[config.mk]
export PLATFORM = sky130hd
export DESIGN_NAME = k_line_ecu_packet_responder_core
export DESIGN_NICKNAME = d
export VERILOG_FILES = /design/src/rtl/core/kl_resp_pkg.sv /design/src/rtl/core/k_line_ecu_packet_responder_core.sv
export SDC_FILE = /design/constraint.sdc
export NUM_CORES = 1
export LEC_CHECK = 0
export ABC_AREA = 0
export BUFFER_PORTS_ARGS = -buffer_cell sky130_fd_sc_hd__buf_2
export CELL_PAD_IN_SITES_DETAIL_PLACEMENT = 1
export CELL_PAD_IN_SITES_GLOBAL_PLACEMENT = 1
export CORE_MARGIN = 4
export CORE_UTILIZATION = 30
export CTS_BUF_LIST = sky130_fd_sc_hd__clkbuf_4 sky130_fd_sc_hd__clkbuf_8
export DETAILED_ROUTE_END_ITERATION = 16
export HOLD_SLACK_MARGIN = 0.06
export PLACE_DENSITY = 0.67
export SYNTH_ARGS = -nofsm -noshare
export SYNTH_HDL_FRONTEND = slang
export SYNTH_SLANG_ARGS = --single-unit
[constraint.sdc]
create_clock -name clk -period 6 [get_ports clk]
set_input_delay 0.3 -clock clk [delete_from_list [all_inputs] [get_ports clk]]
set_output_delay 0.3 -clock clk [all_outputs]
set_load 0.02 [all_outputs]
[src/rtl/core/kl_resp_pkg.sv]
`timescale 1ns / 1ps

package kl_resp_pkg;

  // Request and response tables: rows of up to eight bytes, unused bytes are zero.
  localparam int ROM_ROWS = 23;
  localparam int ROW_BYTES = 8;
  localparam int ROW_W = $clog2(ROM_ROWS);
  localparam int COL_W = $clog2(ROW_BYTES);
  localparam int ENTRY_W = 5;
  localparam int DEF_NUM_REQUESTS = 23;

  // Result buffer sizing: an input byte causes at most three line bytes.
  localparam int MAX_RESULTS = 3;
  localparam int CNT_W = 2;

  localparam logic [7:0] SEQ_RESET = 8'd7;
  localparam logic [7:0] SEQ_STEP = 8'd2;
  localparam logic [8:0] ECHO_SUM = 9'h0FF;
  localparam logic [ENTRY_W-1:0] ENTRY_END_SESSION = 5'd1;
  localparam logic [ENTRY_W-1:0] ENTRY_NO_DATA = 5'd0;

  // Where a transmitted byte comes from.
  typedef enum logic [1:0] {
    SRC_LOOP = 2'd0,
    SRC_ACK  = 2'd1,
    SRC_RESP = 2'd2,
    SRC_NONE = 2'd3
  } src_t;

  typedef logic [7:0] row_t [ROW_BYTES];

  localparam row_t REQ_ROM [ROM_ROWS] = '{
    '{8'h03, 8'h00, 8'h09, 8'h03, 8'h00, 8'h00, 8'h00, 8'h00},
    '{8'h03, 8'h00, 8'h06, 8'h03, 8'h00, 8'h00, 8'h00, 8'h00},
    '{8'h06, 8'h00, 8'h03, 8'h0D, 8'h00, 8'h00, 8'h03, 8'h00},
    '{8'h04, 8'h00, 8'h08, 8'h00, 8'h03, 8'h00, 8'h00, 8'h00},
    '{8'h04, 8'h00, 8'h08, 8'h01, 8'h03, 8'h00, 8'h00, 8'h00},
    '{8'h04, 8'h00, 8'h08, 8'h02, 8'h03, 8'h00, 8'h00, 8'h00},
    '{8'h04, 8'h00, 8'h08, 8'h03, 8'h03, 8'h00, 8'h00, 8'h00},
    '{8'h03, 8'h00, 8'h05, 8'h03, 8'h00, 8'h00, 8'h00, 8'h00},
    '{8'h04, 8'h00, 8'h08, 8'h04, 8'h03, 8'h00, 8'h00, 8'h00},
    '{8'h04, 8'h00, 8'h08, 8'h05, 8'h03, 8'h00, 8'h00, 8'h00},
    '{8'h04, 8'h00, 8'h08, 8'h07, 8'h03, 8'h00, 8'h00, 8'h00},
    '{8'h03, 8'h00, 8'h07, 8'h03, 8'h00, 8'h00, 8'h00, 8'h00},
    '{8'h06, 8'h00, 8'h01, 8'h01, 8'h00, 8'h3a, 8'h03, 8'h00},
    '{8'h06, 8'h00, 8'h01, 8'h01, 8'h00, 8'h20, 8'h03, 8'h00},
    '{8'h06, 8'h00, 8'h01, 8'h01, 8'h00, 8'h42, 8'h03, 8'h00},
    '{8'h06, 8'h00, 8'h01, 8'h02, 8'h00, 8'h62, 8'h03, 8'h00},
    '{8'h06, 8'h00, 8'h01, 8'h01, 8'h00, 8'h22, 8'h03, 8'h00},
    '{8'h06, 8'h00, 8'h01, 8'h01, 8'h00, 8'h29, 8'h03, 8'h00},
    '{8'h06, 8'h00, 8'h01, 8'h01, 8'h01, 8'h90, 8'h03, 8'h00},
    '{8'h06, 8'h00, 8'h01, 8'h01, 8'h01, 8'hb0, 8'h03, 8'h00},
    '{8'h04, 8'h00, 8'h04, 8'h0e, 8'h03, 8'h00, 8'h00, 8'h00},
    '{8'h04, 8'h00, 8'h04, 8'h1f, 8'h03, 8'h00, 8'h00, 8'h00},
    '{8'h04, 8'h00, 8'h04, 8'h21, 8'h03, 8'h00, 8'h00, 8'h00}
  };

  localparam row_t RESP_ROM [ROM_ROWS] = '{
    '{8'h03, 8'h00, 8'h09, 8'h03, 8'h00, 8'h00, 8'h00, 8'h00},
    '{8'h03, 8'h00, 8'h06, 8'h03, 8'h00, 8'h00, 8'h00, 8'h00},
    '{8'h03, 8'h00, 8'h09, 8'h03, 8'h00, 8'h00, 8'h00, 8'h00},
    '{8'h05, 8'h00, 8'hFB, 8'h00, 8'h06, 8'h03, 8'h00, 8'h00},
    '{8'h05, 8'h00, 8'hFB, 8'h00, 8'had, 8'h03, 8'h00, 8'h00},
    '{8'h05, 8'h00, 8'hFB, 8'h00, 8'hfd, 8'h03, 8'h00, 8'h00},
    '{8'h05, 8'h00, 8'hFB, 8'h00, 8'hfd, 8'h03, 8'h00, 8'h00},
    '{8'h03, 8'h00, 8'h09, 8'h03, 8'h00, 8'h00, 8'h00, 8'h00},
    '{8'h05, 8'h00, 8'hFB, 8'h00, 8'h04, 8'h03, 8'h00, 8'h00},
    '{8'h05, 8'h00, 8'hFB, 8'h00, 8'h5c, 8'h03, 8'h00, 8'h00},
    '{8'h05, 8'h00, 8'hFB, 8'h00, 8'hfd, 8'h03, 8'h00, 8'h00},
    '{8'h04, 8'h00, 8'hFC, 8'h00, 8'h03, 8'h00, 8'h00, 8'h00},
    '{8'h04, 8'h00, 8'hFE, 8'h00, 8'h03, 8'h00, 8'h00, 8'h00},
    '{8'h04, 8'h00, 8'hFE, 8'h10, 8'h03, 8'h00, 8'h00, 8'h00},
    '{8'h04, 8'h00, 8'hFE, 8'h00, 8'h03, 8'h00, 8'h00, 8'h00},
    '{8'h05, 8'h00, 8'hFE, 8'h00, 8'h00, 8'h03, 8'h00, 8'h00},
    '{8'h04, 8'h00, 8'hFE, 8'h00, 8'h03, 8'h00, 8'h00, 8'h00},
    '{8'h04, 8'h00, 8'hFE, 8'h04, 8'h03, 8'h00, 8'h00, 8'h00},
    '{8'h04, 8'h00, 8'hFE, 8'h07, 8'h03, 8'h00, 8'h00, 8'h00},
    '{8'h04, 8'h00, 8'hFE, 8'hF7, 8'h03, 8'h00, 8'h00, 8'h00},
    '{8'h03, 8'h00, 8'h09, 8'h03, 8'h00, 8'h00, 8'h00, 8'h00},
    '{8'h03, 8'h00, 8'h09, 8'h03, 8'h00, 8'h00, 8'h00, 8'h00},
    '{8'h03, 8'h00, 8'h09, 8'h03, 8'h00, 8'h00, 8'h00, 8'h00}
  };

  // Request table lookup; rows beyond the table read as zero.
  function automatic logic [7:0] req_at(input int row, input logic [COL_W-1:0] col);
    logic [7:0] val;
    val = 8'h00;
    if (row < ROM_ROWS) begin
      val = REQ_ROM[row[ROW_W-1:0]][col];
    end
    return val;
  endfunction

  // Response table lookup by selected entry.
  function automatic logic [7:0] resp_at(input logic [ENTRY_W-1:0] row,
                                         input logic [COL_W-1:0] col);
    logic [7:0] val;
    val = 8'h00;
    if (int'(row) < ROM_ROWS) begin
      val = RESP_ROM[row[ROW_W-1:0]][col];
    end
    return val;
  endfunction

endpackage

[src/rtl/core/k_line_ecu_packet_responder_core.sv]
`timescale 1ns / 1ps

// The first line byte caused by a request is registered and appears in the cycle after it is accepted.
// A request causes one to three line bytes, which are buffered until the receiver takes them.
// A new request is taken in the cycle the last buffered byte leaves, so there is no gap.
// Reset (synchronous, active high) empties the output buffer and restarts the session.
module k_line_ecu_packet_responder_core
  import kl_resp_pkg::*;
#(
  parameter int NUM_REQUESTS = DEF_NUM_REQUESTS
) (
  input  logic       clk,
  input  logic       rst,
  input  logic       req_valid,
  output logic       req_stall,
  input  logic       operation,
  input  logic [7:0] line_byte,
  output logic       res_valid,
  input  logic       res_stall,
  output logic [7:0] out_byte,
  output logic [1:0] source,
  output logic       session_over,
  output logic       last
);

  typedef enum logic [1:0] {
    PH_LENGTH  = 2'd0,
    PH_RECEIVE = 2'd1,
    PH_RESPOND = 2'd2,
    PH_OVER    = 2'd3
  } phase_t;

  localparam logic [NUM_REQUESTS-1:0] ALL_CANDIDATES = '1;

  // Session state.
  phase_t                   phase, phase_next;
  logic [7:0]               byte_position, byte_position_next;
  logic [7:0]               request_length, request_length_next;
  logic [NUM_REQUESTS-1:0]  candidate_mask, candidate_mask_next;
  logic [ENTRY_W-1:0]       response_entry, response_entry_next;
  logic [7:0]               sequence_number, sequence_number_next;
  logic [7:0]               pending_byte, pending_byte_next;

  // Result buffer holding the line bytes of the last accepted request.
  logic [7:0]       buf_byte [MAX_RESULTS];
  src_t             buf_src [MAX_RESULTS];
  logic [CNT_W-1:0] buf_cnt;
  logic [CNT_W-1:0] buf_idx;
  logic             buf_over;

  logic [7:0]       new_byte [MAX_RESULTS];
  src_t             new_src [MAX_RESULTS];
  logic [CNT_W-1:0] new_cnt;

  logic                    take;
  logic                    drain_last;
  logic                    accept;
  logic [ENTRY_W-1:0]      sel_entry;
  logic [NUM_REQUESTS-1:0] len_mask;
  logic [NUM_REQUESTS-1:0] pos_mask;
  logic                    echo_ok;
  logic [7:0]              next_pos;
  logic [7:0]              next_resp;
  logic [7:0]              resp_len;

  // Handshake: a new request enters as the last buffered byte is taken.
  assign take       = res_valid && !res_stall;
  assign drain_last = take && (buf_idx == buf_cnt - CNT_W'(1));
  assign req_stall  = res_valid && !drain_last;
  assign accept     = req_valid && !req_stall;

  assign out_byte     = buf_byte[buf_idx];
  assign source       = buf_src[buf_idx];
  assign session_over = buf_over;
  assign last         = (buf_idx == buf_cnt - CNT_W'(1));

  // Matching helpers: entry selection, length filter and per-position filter.
  always_comb begin
    sel_entry = ENTRY_NO_DATA;
    for (int i = NUM_REQUESTS - 1; i >= 0; i--) begin
      if (candidate_mask[i]) begin
        sel_entry = ENTRY_W'(i);
      end
    end
    len_mask = '0;
    pos_mask = candidate_mask;
    for (int i = 0; i < NUM_REQUESTS; i++) begin
      if (i < ROM_ROWS && req_at(i, COL_W'(0)) == line_byte) begin
        len_mask[i] = 1'b1;
      end
      if (byte_position >= 8'(ROW_BYTES) ||
          req_at(i, byte_position[COL_W-1:0]) != line_byte) begin
        pos_mask[i] = 1'b0;
      end
    end
  end

  // Response side: echo check and the byte that follows the current one.
  always_comb begin
    echo_ok  = ({1'b0, pending_byte} + {1'b0, line_byte}) == ECHO_SUM;
    next_pos = byte_position + 8'd1;
    resp_len = resp_at(response_entry, COL_W'(0));
    if (next_pos == 8'd1) begin
      next_resp = sequence_number;
    end else if (next_pos >= 8'(ROW_BYTES)) begin
      next_resp = 8'h00;
    end else begin
      next_resp = resp_at(response_entry, next_pos[COL_W-1:0]);
    end
  end

  // Next state and line bytes for the offered request.
  always_comb begin
    phase_next           = phase;
    byte_position_next   = byte_position;
    request_length_next  = request_length;
    candidate_mask_next  = candidate_mask;
    response_entry_next  = response_entry;
    sequence_number_next = sequence_number;
    pending_byte_next    = pending_byte;
    new_cnt              = CNT_W'(1);
    for (int j = 0; j < MAX_RESULTS; j++) begin
      new_byte[j] = 8'h00;
      new_src[j]  = SRC_NONE;
    end

    if (phase == PH_OVER || operation) begin
      phase_next = PH_OVER;
    end else begin
      unique case (phase)
        PH_LENGTH: begin
          request_length_next = line_byte;
          candidate_mask_next = len_mask;
          new_byte[0] = line_byte;
          new_src[0]  = SRC_LOOP;
          new_byte[1] = ~line_byte;
          new_src[1]  = SRC_ACK;
          new_cnt     = CNT_W'(2);
          if (line_byte == 8'h00) begin
            // An empty request is answered at once with NoData.
            response_entry_next = ENTRY_NO_DATA;
            pending_byte_next   = resp_at(ENTRY_NO_DATA, COL_W'(0));
            byte_position_next  = 8'd0;
            phase_next          = PH_RESPOND;
            new_byte[2] = resp_at(ENTRY_NO_DATA, COL_W'(0));
            new_src[2]  = SRC_RESP;
            new_cnt     = CNT_W'(3);
          end else begin
            byte_position_next = 8'd1;
            phase_next         = PH_RECEIVE;
          end
        end
        PH_RECEIVE: begin
          new_byte[0] = line_byte;
          new_src[0]  = SRC_LOOP;
          new_cnt     = CNT_W'(2);
          if (byte_position < request_length) begin
            if (byte_position >= 8'd2) begin
              candidate_mask_next = pos_mask;
            end
            new_byte[1] = ~line_byte;
            new_src[1]  = SRC_ACK;
            byte_position_next = next_pos;
          end else begin
            // End byte: pick the lowest matching entry and start the answer.
            response_entry_next = sel_entry;
            pending_byte_next   = resp_at(sel_entry, COL_W'(0));
            byte_position_next  = 8'd0;
            phase_next          = PH_RESPOND;
            new_byte[1] = resp_at(sel_entry, COL_W'(0));
            new_src[1]  = SRC_RESP;
          end
        end
        PH_RESPOND: begin
          new_byte[0] = line_byte;
          new_src[0]  = SRC_LOOP;
          if (!echo_ok) begin
            phase_next = PH_OVER;
          end else begin
            new_byte[1] = next_resp;
            new_src[1]  = SRC_RESP;
            new_cnt     = CNT_W'(2);
            if (next_pos >= resp_len) begin
              if (response_entry == ENTRY_END_SESSION) begin
                phase_next = PH_OVER;
              end else begin
                sequence_number_next = sequence_number + SEQ_STEP;
                phase_next           = PH_LENGTH;
                byte_position_next   = 8'd0;
                candidate_mask_next  = ALL_CANDIDATES;
              end
            end else begin
              pending_byte_next  = next_resp;
              byte_position_next = next_pos;
            end
          end
        end
        default: begin
          phase_next = PH_OVER;
        end
      endcase
    end
  end

  // Session state and result buffer.
  always_ff @(posedge clk) begin
    if (rst) begin
      phase           <= PH_LENGTH;
      byte_position   <= 8'd0;
      request_length  <= 8'd0;
      candidate_mask  <= ALL_CANDIDATES;
      response_entry  <= ENTRY_NO_DATA;
      sequence_number <= SEQ_RESET;
      pending_byte    <= 8'd0;
      res_valid       <= 1'b0;
      buf_idx         <= '0;
      buf_cnt         <= '0;
    end else if (accept) begin
      phase           <= phase_next;
      byte_position   <= byte_position_next;
      request_length  <= request_length_next;
      candidate_mask  <= candidate_mask_next;
      response_entry  <= response_entry_next;
      sequence_number <= sequence_number_next;
      pending_byte    <= pending_byte_next;
      res_valid       <= 1'b1;
      buf_idx         <= '0;
      buf_cnt         <= new_cnt;
    end else if (take) begin
      if (drain_last) begin
        res_valid <= 1'b0;
        buf_idx   <= '0;
      end else begin
        buf_idx <= buf_idx + CNT_W'(1);
      end
    end
  end

  // Buffer payload needs no reset.
  always_ff @(posedge clk) begin
    if (accept) begin
      buf_byte <= new_byte;
      buf_src  <= new_src;
      buf_over <= (phase_next == PH_OVER);
    end
  end

  // An accepted request always shows a result in the next cycle.
  a_result_follows: assert property (@(posedge clk) disable iff (rst)
    accept |=> res_valid)
    else $error("accepted request produced no result");

  // The displayed slot always lies inside the filled part of the buffer.
  a_index_in_range: assert property (@(posedge clk) disable iff (rst)
    res_valid |-> (buf_cnt != '0) && (buf_idx < buf_cnt))
    else $error("result index outside buffer");

  // Once an ended session is reported, every later result reports it too.
  a_over_sticks: assert property (@(posedge clk) disable iff (rst)
    take && session_over |=> !res_valid || session_over)
    else $error("session restarted without reset");

  // A result with no source carries a zero byte.
  a_none_is_zero: assert property (@(posedge clk) disable iff (rst)
    res_valid && (source == SRC_NONE) |-> out_byte == 8'h00)
    else $error("nonzero byte with no source");

endmodule

### Yosys cells after proc, flatten, opt, wreduce, memory -nomap -nowiden

Memory sizes are Yosys's and may differ from the RTL's.
Index checks and enable logic that the tools add are counted.

* add/sub/neg operators: 5
* order comparisons: 12
* equality and inequality tests: 66
* multiplexer cells: 156
* bitwise gates (word level): 9
* reductions and logical operators: 68

Operators with widths (number)
* 8-bit 2-to-1 mux: 65
* 64-bit 2-to-1 mux: 4
* 9-bit AND reduction: 23
* 8-bit != test: 23
* 5-bit 2-to-1 mux: 25
* 23-bit 2-to-1 mux: 5
* 23-bit one-hot mux with 3 select lines: 1
* 2-bit != test, second input constant: 31
* 16-bit one-hot mux with 3 select lines: 1
* 8-bit one-hot mux with 3 select lines: 2
* 1-bit 2-to-1 mux: 33
* 2-bit 2-to-1 mux: 13
* 8-bit binary-select mux with 3-bit select: 1
* 1-bit logical OR: 24
* 8-bit binary-select mux with 2-bit select: 1
* 3-bit by 8-bit equality test with 1-bit output, first input constant: 2
* 8-bit by 4-bit greater-or-equal comparator with 1-bit output, second input constant: 2
* 6-bit greater-or-equal comparator, second input constant: 2
* 5-bit inverter with 6-bit output: 2
* 2-bit one-hot mux with 3 select lines: 2
* 4-bit one-hot mux with 3 select lines: 1
* 5-bit less-than comparator, second input constant: 2
* 5-bit one-hot mux with 2 select lines: 1
* 5-bit AND reduction: 2
* other kinds (34): 48

* bits in registers: 98
* memory bits (read-only): 5568
* input bits: 13
* output and inout port bits: 14
* word-level logic and storage cells: 380
* memories kept: 25

Memories
* (no name shown): words 32, width 64, rd ports 1, clocked after memory_dff 0, wr ports 0, line kl_resp_pkg.sv:101 `val = RESP_ROM[row[ROW_W-1:0]][col];`
* (no name shown): words 32, width 64, rd ports 1, clocked after memory_dff 0, wr ports 0, line kl_resp_pkg.sv:101
* (no name shown): words 8, width 8, rd ports 1, clocked after memory_dff 0, wr ports 0, line kl_resp_pkg.sv:90 `val = REQ_ROM[row[ROW_W-1:0]][col];`
* (no name shown): words 8, width 8, rd ports 1, clocked after memory_dff 0, wr ports 0, line kl_resp_pkg.sv:90
* (no name shown): words 8, width 8, rd ports 1, clocked after memory_dff 0, wr ports 0, line kl_resp_pkg.sv:90
* (no name shown): words 8, width 8, rd ports 1, clocked after memory_dff 0, wr ports 0, line kl_resp_pkg.sv:90
* 19 more memories

### Depth between registers and ports, before layout

* depth after elaboration: 30
* mapped depth: 16

### Least setup slack after synthesis

OpenSTA, ideal clock, no wires.

* kind: register to register
* start point: reg response_entry[1]
* end point: reg candidate_mask[22]
* arrival: 3.457 ns
* required time: 5.913 ns
* slack: 2.456 ns
* cell stages (with the launch flop): 16
* path buffers: 2
* period minus slack after synthesis: 3.544 ns
* path through: dfxtp_1 ha_1 inv_1 ha_1 or3b_2 nand3_1 ha_1 o21ai_0 o21bai_1 nor4_2 a21bo_2 o21a_1 clkbuf_1 clkbuf_1 o22ai_1 o31ai_1

* longest elaborated chain between the ends: 8
* elaborated cells between the ends (all ways): 11
* classes of those cells: order compare: 2; eq/ne: 3; mux: 3; bitwise: 1; reduce/logical: 1; memory: 1

Ends and longest elaborated chain
* from (decl): line k_line_ecu_packet_responder_core.sv:40 `logic [ENTRY_W-1:0] response_entry, response_entry_next;`
* from (signal assigned): line k_line_ecu_packet_responder_core.sv:223 `response_entry <= response_entry_next;`
* 5-bit inverter with 6-bit output (not written as such): line kl_resp_pkg.sv:101
* memory 32 x 64 bit
* 64-bit 2-to-1 mux (2 in series)
* 8-bit 2-to-1 mux: line kl_resp_pkg.sv:100 `if (int'(row) < ROM_ROWS) begin`
* 8-bit greater-or-equal comparator: line k_line_ecu_packet_responder_core.sv:183 `if (next_pos >= resp_len) begin`
* 2-bit != test (no line)
* 9-bit AND reduction (no line) (*)
* to (signal assigned): line k_line_ecu_packet_responder_core.sv:222 `candidate_mask <= candidate_mask_next;`
* to (decl): line k_line_ecu_packet_responder_core.sv:39 `logic [NUM_REQUESTS-1:0] candidate_mask, candidate_mask_next;`

Every way passes the cells marked *; elsewhere a longest branch is shown, timed or not. The select of a mux whose other input is x is not followed.
A chain may end at the register's enable or synchronous reset.

### Worst setup path after layout

* start point: reg response_entry[1]
* end point: reg byte_position[2]

* longest elaborated chain between the ends: 9
* elaborated cells between the ends (all ways): 13
* classes of those cells: order compare: 2; eq/ne: 2; mux: 6; bitwise: 1; reduce/logical: 1; memory: 1

Ends and longest elaborated chain
* 5-bit inverter with 6-bit output (not written as such): line kl_resp_pkg.sv:101
* memory 32 x 64 bit
* 64-bit 2-to-1 mux (2 in series)
* 8-bit 2-to-1 mux: line kl_resp_pkg.sv:100
* 8-bit greater-or-equal comparator: line k_line_ecu_packet_responder_core.sv:183
* 8-bit 2-to-1 mux: line k_line_ecu_packet_responder_core.sv:183
* 8-bit 2-to-1 mux: line k_line_ecu_packet_responder_core.sv:177 `if (!echo_ok) begin`
* 8-bit one-hot mux with 3 select lines: line k_line_ecu_packet_responder_core.sv:130 `unique case (phase)`
* to (signal assigned): line k_line_ecu_packet_responder_core.sv:220 `byte_position <= byte_position_next;`
* to (decl): line k_line_ecu_packet_responder_core.sv:37 `logic [7:0] byte_position, byte_position_next;`

Several ways; a longest one is shown, not always the timed one. The select of a mux whose other input is x is not followed.

==> run metrics <==
outcome=completed; relative slew slack=22.5%; hold buffers post-CTS=0; Crit path depth=13; setup slack, reg-to-reg=1.73 ns; number of routed nets with antenna violations=0; routed vias=6550; sequential share of the synthesized area=28.9%; core area=0.0226 mm²; Synth Instances=863; Power Dens Cells=203 mW/mm²; ant diodes=0; commonest non-fill, non-tap cell in the layout=nor2_1; antenna violations before repair=0; share of post-route cells with drive strength above 1=8.44%; full die area=0.0254 mm²; Final Cell Area=0.00737 mm²; TritonRoute pass-1 iters=5; Layout Utilization=32.7%; post-synthesis async set-or-reset flop share=0%; most used cell, CP=ha_1; die width=159 µm; worst stage delay on the critical path=0.51 ns; vias in the first global route=6454; Reg-to-Reg End=byte_position[2]; Peak Freq=0.234 GHz; synthesized flop and latch total=88; setup TNS=0 ns; Met3 Wirelength=781 µm; yosys warns=0; dpl cell area=0.00717 mm²; site row count=55; DP Worst Slack=1.87 ns; Max Clock Skew=0.0122 ns; Slowest-stage cell, CP=o21ai_0; largest net degree at the start of global routing=65; dpl hpwl=16.5 mm; syn nets=915; clk_lat worst skew=0.40 ns; CTS tree=yes; drt wl/cell=19.9 µm; TritonCTS buffer count=9; Worst Setup End Kind=register; Min Hold Slack=0.170 ns; Post-CTS Setup Bufs=0; Worst Setup SP=response_entry[1]; Die Ht=159 µm; clock tree buffer depth=2; final period utilization=71.1%; clk slew on worst S/H paths=0.11 ns; P&R area growth vs syn=7.34%; Hold Path Class=input port to register; Top Layer Used=met4; final hold vios=0; crit-path cells=ha_1 -> inv_1 -> ha_1 -> or3b_2 -> nand3_1 -> ha_1 -> o21ai_0 -> o21bai_1 -> nor4_2 -> a21oi_1 -> o21ai_0 -> nand2_1 -> o41ai_1; Final setup viols=0; DR vias/cell=5.76; num ports=27; GRT Total Usage=17.4%; most frequent cells in the layout=87 x nor2_1, 66 x dfxtp_1, 62 x a21oi_1; worst r2r path cells=13; Synth Flop Type=dfxtp_1; cell family with most CP delay=simple AND/OR/NAND/NOR gates; # clock sinks=88; metal2 WL=10.4 mm; Setup crit end=byte_position[2]; WL final=22.6 mm; VDD IR-drop max=83.3 µV; FF-to-FF Start=response_entry[1]; Data arrival, critical path=4.56 ns; Finished Layout Cells=1138; htree depth=3; Final WS setup=1.73 ns; crit path max fanout=10; post-synth cell types=75; PostCTS Resize Cnt=0; Final Power=1.49 mW; Post-route DRC=0; Worst-Margin Slew=1.15 ns; unrepaired setup endpoints after global routing=false; Required @ worst endpoint=6.29 ns; CP Class=register to register; Placer Congestion=0.821; DP Cell Count=1122; Post-synth EDFFs=22; Syn Area/Cell=7.96 µm²; Iter 0 DRT Violations=369; WL met1=11.1 mm; total congestion overflow=0; fillers=2712; Pins Over Slew Limit=0; fin crit period=4.27 ns; Port Buffers=26; P_leak=2.70 nW; crit start category=register; first-pass GRT wire length=36.1 mm; Final #Nets=900; Max Cap Viol=0; Critical path buffers and inverters=1; initial core utilization=30.4%; Root Driver=clkbuf_8; Synth Cell Area=0.00687 mm²
layout make-up:
| class | count | area [µm²] | share of cell area (%) |
|---|---|---|---|
| Clock buffer | 9 | 124 | 1.68 |
| Clock inverter | 7 | 72.6 | 0.985 |
| Inverter | 45 | 169 | 2.29 |
| Multi-Input combinational cell | 672 | 4490 | 60.9 |
| Sequential cell | 88 | 1980 | 26.9 |
| Tap cell | 285 | 357 | 4.84 |
| Timing Repair Buffer | 32 | 175 | 2.38 |
synthesized netlist by cell type (12+ instances only):
cell | instances | area (µm²)
mux2i_1 | 28 | 280
o31ai_1 | 33 | 248
nor2b_1 | 12 | 75.1
xnor2_1 | 19 | 166
nor2_1 | 87 | 327
nand3_1 | 23 | 115
dfxtp_1 | 66 | 1320
xor2_1 | 19 | 166
clkbuf_1 | 43 | 161
nor3_1 | 16 | 80.1
and2_1 | 14 | 87.6
ha_1 | 38 | 475
a21oi_1 | 62 | 310
inv_1 | 43 | 161
edfxtp_1 | 22 | 661
nand2_1 | 60 | 225
nand2b_1 | 14 | 87.6
o22ai_1 | 27 | 169
o21ai_0 | 40 | 200
nand4_1 | 12 | 75.1
cells by family after synthesis:
| logic type | count (synthesis) | share of synthesized area [%] |
|---|---|---|
| XOR/XNOR | 38 | 4.85 |
| multiplexers | 31 | 4.57 |
| adder cells (fa/ha/maj) | 39 | 7.22 |
| buffers and inverters | 103 | 5.87 |
| AND/OR/NAND/NOR | 309 | 24.1 |
| AO/OA/AOI/OAI | 255 | 24.5 |
| flip-flops | 88 | 28.9 |
where the power goes:
group          total, mW  internal (mW)  switching (mW)
Combinational      0.354          0.120           0.234
Clock              0.439          0.164           0.274
Sequential         0.703          0.657          0.0460
Total               1.49          0.941           0.554
routing by layer:
layer	track usage [%]	vias up
li1	-	3160
met3	2.61	25
met5	0	-
met1	24.2	3230
met2	28.2	135
met4	4.77	0
state kept, by name, summed over array words and instances (netlist names):
| name | cells |
|---|---|
| buf_idx | 2 |
| phase | 2 |
| buf_src | 4 |
| buf_byte | 17 |
| sequence_number | 7 |
| res_valid | 1 |
| session_over | 1 |
| buf_cnt | 2 |
| byte_position | 8 |
| candidate_mask | 23 |
| response_entry | 5 |
| request_length | 8 |
| pending_byte | 8 |
worst min-delay path by stage:
stage | startpoint | endpoint | slack, ns | depth (start not counted)
3_5_place_dp | sequence_number[7] | sequence_number[7] | 0.47 | 2
2_1_floorplan | req_valid | res_valid | 0.45 | 2
4_1_cts | req_valid | res_valid | 0.15 | 3
3_3_place_gp | pending_byte[7] | pending_byte[7] | 0.47 | 2
6_report | req_valid | res_valid | 0.17 | 3
5_1_grt | req_valid | res_valid | 0.17 | 3
worst reg2reg max path, delay by kind of cell (launching register included):
family,cells,cell delay (ns)
simple gates,4,1.29
compound gates,5,1.24
fa+ha+maj,3,0.99
flops,1,0.49
buf+inv,1,0.15
Note: power is estimated with default switching activity, not from simulation.
